<file path="src/cdlb_pkg.sv">
package cdlb_pkg;

	localparam logic [2:0] FUNC_PUSH     = 3'd0;
	localparam logic [2:0] FUNC_DLY_READ = 3'd1;
	localparam logic [2:0] FUNC_DLY_MOD  = 3'd2;
	localparam logic [2:0] FUNC_PULL     = 3'd3;
	localparam logic [2:0] FUNC_PULL_ADD = 3'd4;

	localparam logic signed [23:0] S24_MAX = 24'sh7FFFFF;
	localparam logic signed [23:0] S24_MIN = 24'sh800000;

	typedef struct packed {
		logic [2:0]         func;
		logic signed [23:0] sample_in;
		logic [9:0]         delay;
		logic [9:0]         block_index;
		logic signed [23:0] factor;
		logic signed [23:0] addend;
	} cdlb_in_t;

	typedef struct packed {
		logic signed [23:0] sample_out;
		logic [9:0]         fill_level;
	} cdlb_out_t;

	typedef struct packed {
		logic clear_en;
		logic load;
		logic mem_rd;
		logic mul_en;
		logic finish;
	} cdlb_cmd_t;

	typedef struct packed {
		logic clear_last;
	} cdlb_stat_t;

endpackage

</file>
<file path="src/cdlb_ctrl.sv">
module cdlb_ctrl (
	input  logic               clk,
	input  logic               arst_n,
	input  logic               in_valid,
	output logic               in_ready,
	output logic               out_valid,
	input  logic               out_ready,
	output cdlb_pkg::cdlb_cmd_t cmd,
	input  cdlb_pkg::cdlb_stat_t stat
);

	typedef enum logic [2:0] {
		ST_CLEAR,
		ST_IDLE,
		ST_READ,
		ST_MUL,
		ST_WRITE
	} state_t;

	state_t state_q;
	logic   out_valid_q;
	logic   out_space;

	assign out_space = !out_valid_q || out_ready;

	assign cmd.clear_en = (state_q == ST_CLEAR);
	assign cmd.load     = (state_q == ST_IDLE) && in_valid;
	assign cmd.mem_rd   = (state_q == ST_READ);
	assign cmd.mul_en   = (state_q == ST_MUL);
	assign cmd.finish   = (state_q == ST_WRITE) && out_space;

	assign in_ready  = (state_q == ST_IDLE);
	assign out_valid = out_valid_q;

	always_ff @(posedge clk or negedge arst_n) begin
		if (!arst_n) begin
			state_q     <= ST_CLEAR;
			out_valid_q <= 1'b0;
		end else begin
			unique case (state_q)
				ST_CLEAR: begin
					if (stat.clear_last) begin
						state_q <= ST_IDLE;
					end
				end
				ST_IDLE: begin
					if (in_valid) begin
						state_q <= ST_READ;
					end
				end
				ST_READ: begin
					state_q <= ST_MUL;
				end
				ST_MUL: begin
					state_q <= ST_WRITE;
				end
				ST_WRITE: begin
					if (out_space) begin
						state_q <= ST_IDLE;
					end
				end
				default: begin
					state_q <= ST_CLEAR;
				end
			endcase
			if (cmd.finish) begin
				out_valid_q <= 1'b1;
			end else if (out_ready) begin
				out_valid_q <= 1'b0;
			end
		end
	end

endmodule

</file>
<file path="config.mk">
export PLATFORM = sky130hd
export DESIGN_NAME = cdlb_ctrl
export DESIGN_NICKNAME = d
export VERILOG_FILES = /design/src/cdlb_pkg.sv /design/src/cdlb_ctrl.sv
export SDC_FILE = /design/constraint.sdc
export NUM_CORES = 1
export LEC_CHECK = 0
export BUFFER_PORTS_ARGS = -buffer_cell sky130_fd_sc_hd__clkbuf_2
export CAP_MARGIN = 20
export CORE_AREA = 2 2 39 41
export CTS_CLUSTER_DIAMETER = 80
export DETAILED_ROUTE_END_ITERATION = 10
export DIE_AREA = 0 0 41 43
export GPL_ROUTABILITY_DRIVEN = 0
export MAX_ROUTING_LAYER = met4
export PLACE_DENSITY = 0.45
export RECOVER_POWER = 100
export SLEW_MARGIN = 30
export SYNTH_ARGS = -nofsm -noshare
export SYNTH_HDL_FRONTEND = slang
export SYNTH_SLANG_ARGS = --single-unit
</file>
<file path="constraint.sdc">
create_clock -name clk -period 1.8 [get_ports clk]
set_clock_uncertainty 0.2 [all_clocks]
set_input_delay 0.27 -clock clk [delete_from_list [all_inputs] [get_ports clk]]
set_output_delay 0.27 -clock clk [all_outputs]
set_load 0.005 [all_outputs]
</file>
==> results.json <==
{
  "hold_viol_final": 0,
  "status": "finished clean",
  "power.leakage_nw": 0.1561,
  "wl_per_cell_um": 9.574,
  "cp_max_fo": 8,
  "cp-end-kind": "primary output",
  "antenna_left": 0,
  "synth.most_common_cell": "dfrtp_1",
  "htreeDepth": 1,
  "syn_nets": 29,
  "drt_iter0_drc": 5,
  "worst_slack_ps": 121.0,
  "grt_pass1_vias": 198,
  "r2r-start": "state_q[0]",
  "pin_count": 12,
  "synth-seq-area-share_pct": 43.72,
  "diodes": 0,
  "initial_core_util_pct": 16.55,
  "regToRegSetupSlack_ps": 360,
  "ir_drop_mv": 0.3534,
  "drc": 0,
  "overflow": 0,
  "synth.cell_area_um2": 229.0,
  "slew_headroom_pct": 83.01,
  "clockBufferDepth": 2,
  "min_period_ps": 1679,
  "ys_ff_latch": 4,
  "holdPathStages": 3,
  "rows": 14,
  "async_flop_share_pct": 100.0,
  "p_int_mw": 0.3074,
  "cts_tree": "done",
  "synth_top_area_share_pct": 43.72,
  "die_h_um": 43,
  "fmax_ghz": 0.5956,
  "reg2regPathDepth": 3,
  "root_buffer": "clkbuf_4",
  "swShare_pct": 37.34,
  "ys_warn_count": 0,
  "dieArea_um2": 1763,
  "hold_start": "out_ready",
  "critPathMaxStageDelay_ps": 430,
  "grt_max_degree": 10,
  "clkPwrFrac_pct": 22.3,
  "cts_made_buffers": 3,
  "fin_setup_tns_ps": 0,
  "synth_commonest_cells": "dfrtp_1, nor3_1, nand2_1, nand2b_1, nor2_1",
  "cp_slowest_cell": "dfrtp_1",
  "required_ps": 1330,
  "synth_cell_types": 16,
  "setup.worst_path.start": "state_q[1]",
  "core_um2": 1384,
  "avgSynthCellArea_um2": 9.540,
  "nFillCells": 155,
  "clock_latency_ps": 230,
  "multi_input_area_um2": 117.6,
  "pre_cts_ws_ps": 353.2,
  "place_hpwl_um": 400,
  "synth_area_leader_cell": "dfrtp_1",
  "worstMarginPinSlew_ps": 254.9,
  "first_pass_iters": 3,
  "seq_power_share_pct": 38.2,
  "startpoint_type": "register",
  "clk_pin_slew_worst_paths_ps": 40,
  "synth_edf_count": 0,
  "wirelength_um": 517,
  "pwr-share-comb_pct": 39.5,
  "clkSinkCount": 4,
  "hp-class": "input port to register",
  "vias_per_cell": 3.981,
  "num_vias": 215,
  "switchingPower_mw": 0.1832,
  "grt_pass1_wl_um": 834,
  "seqCellArea_um2": 100.1,
  "synth_ff_type": "dfrtp_1",
  "synthToLayoutAreaGrowth_pct": 39.34,
  "io_buffers": 11,
  "die_x_um": 41,
  "path_cells": "nand2b_1 -> nor2_1 -> and2_1 -> clkbuf_2",
  "critPathKind": "register to primary output",
  "slew_viol_final": 0,
  "drive_gt1_share_pct": 31.58,
  "arrival_ps": 1210,
  "pwr_density_cell_nw_per_um2": 1538,
  "antenna_found_initial": 0,
  "setup_viol": 0,
  "rsz0062_at_grt": "no",
  "finalCritPeriodShare_pct": 93.28,
  "fin_nets": 45,
  "synth_area_leaders": "dfrtp_1, nor3_1, nand2b_4",
  "track_usage_pct": 7.320,
  "cap_viol_max_count": 0,
  "synthCells": 24
}
[final timing paths]
check | end
min reg2reg | out_valid
max reg2reg | state_q[0]
max | cmd[3]
min | out_valid
min in group asynchronous | state_q[2]
max in group asynchronous | state_q[1]
[cells by family (layout without fill, tap and decap cells)]
kind of cell	Yosys count	count (layout)	share of synthesized area, %
compound gates	2	2	5.464
buf+inv	1	15	2.184
flops	4	4	43.72
simple gates	17	17	48.64
[flip-flops by register name (all words and copies together) (netlist names)]
name       flops
out_valid      1
state_q        3
[cell type report]
type	instances	share of cell area, %
Multi-Input combinational cell	19	36.86
Sequential cell	4	31.37
Timing Repair Buffer	12	18.43
Clock buffer	3	7.059
Tap cell	16	6.275
[worst max-delay path: cells and delay by family, from the launching register on]
| kind | cells | cell delay, ps |
|---|---|---|
| flops | 1 | 430 |
| simple gates | 3 | 450 |
| buf+inv | 1 | 100 |
[layer usage]
layer	routed length (um)	share of wire [%]	track usage [%]
met1	260	50	9.709
met2	197	38	9.063
met3	59	11	4.712
met4	0	0	2.000
met5	0	0	-
[power by group through the flow]
stage	combinational, mW	clock [mW]	sequential, mW
after floorplan	0.144	0	0.168
after CTS	0.211	0.118	0.193
after global routing	0.221	0.123	0.199
final	0.194	0.110	0.187
after global placement	0.208	0	0.194
after detailed placement	0.208	0	0.194
[timing repair]
| action | in CTS | in global routing |
|---|---|---|
| hold endpoints to repair | 4 | 0 |
| resized for setup | 0 | 0 |
| setup buffers | 0 | 0 |
| hold buffers | 1 | 0 |
[metrics by stage]
stage / area [um2] / util (%) / std cells / total power, mW / hold slack, ps
final: 319.1 / 23.06 / 54 / 0.4906 / 117.6
after global routing: 319.1 / 23.06 / 54 / 0.5431 / 124.5
after CTS: 331.6 / 23.96 / 54 / 0.5217 / 113.1
after detailed placement: 299.0 / 21.61 / 50 / 0.4018 / -118.5
after global placement: 299.0 / 21.61 / 50 / 0.4013 / -119.9
after floorplan: 229.0 / - / 24 / 0.3121 / -225.6
[placed cells by master (no fill, tap or decap)]
master and count:
or3_1 1, nand3b_1 1, a21oi_1 1, dlygate4sd3_1 1
nand2b_1 2, and3_2 1, nand2b_4 1, nor2_1 3
nor3_1 3, nor3b_1 1, clkbuf_2 6, clkbuf_1 4
o21bai_1 1, and2_1 1, nand2_1 2, and3b_2 1
buf_1 1, clkbuf_4 3, dfrtp_1 4
Power figures use the tool's default switching activity.
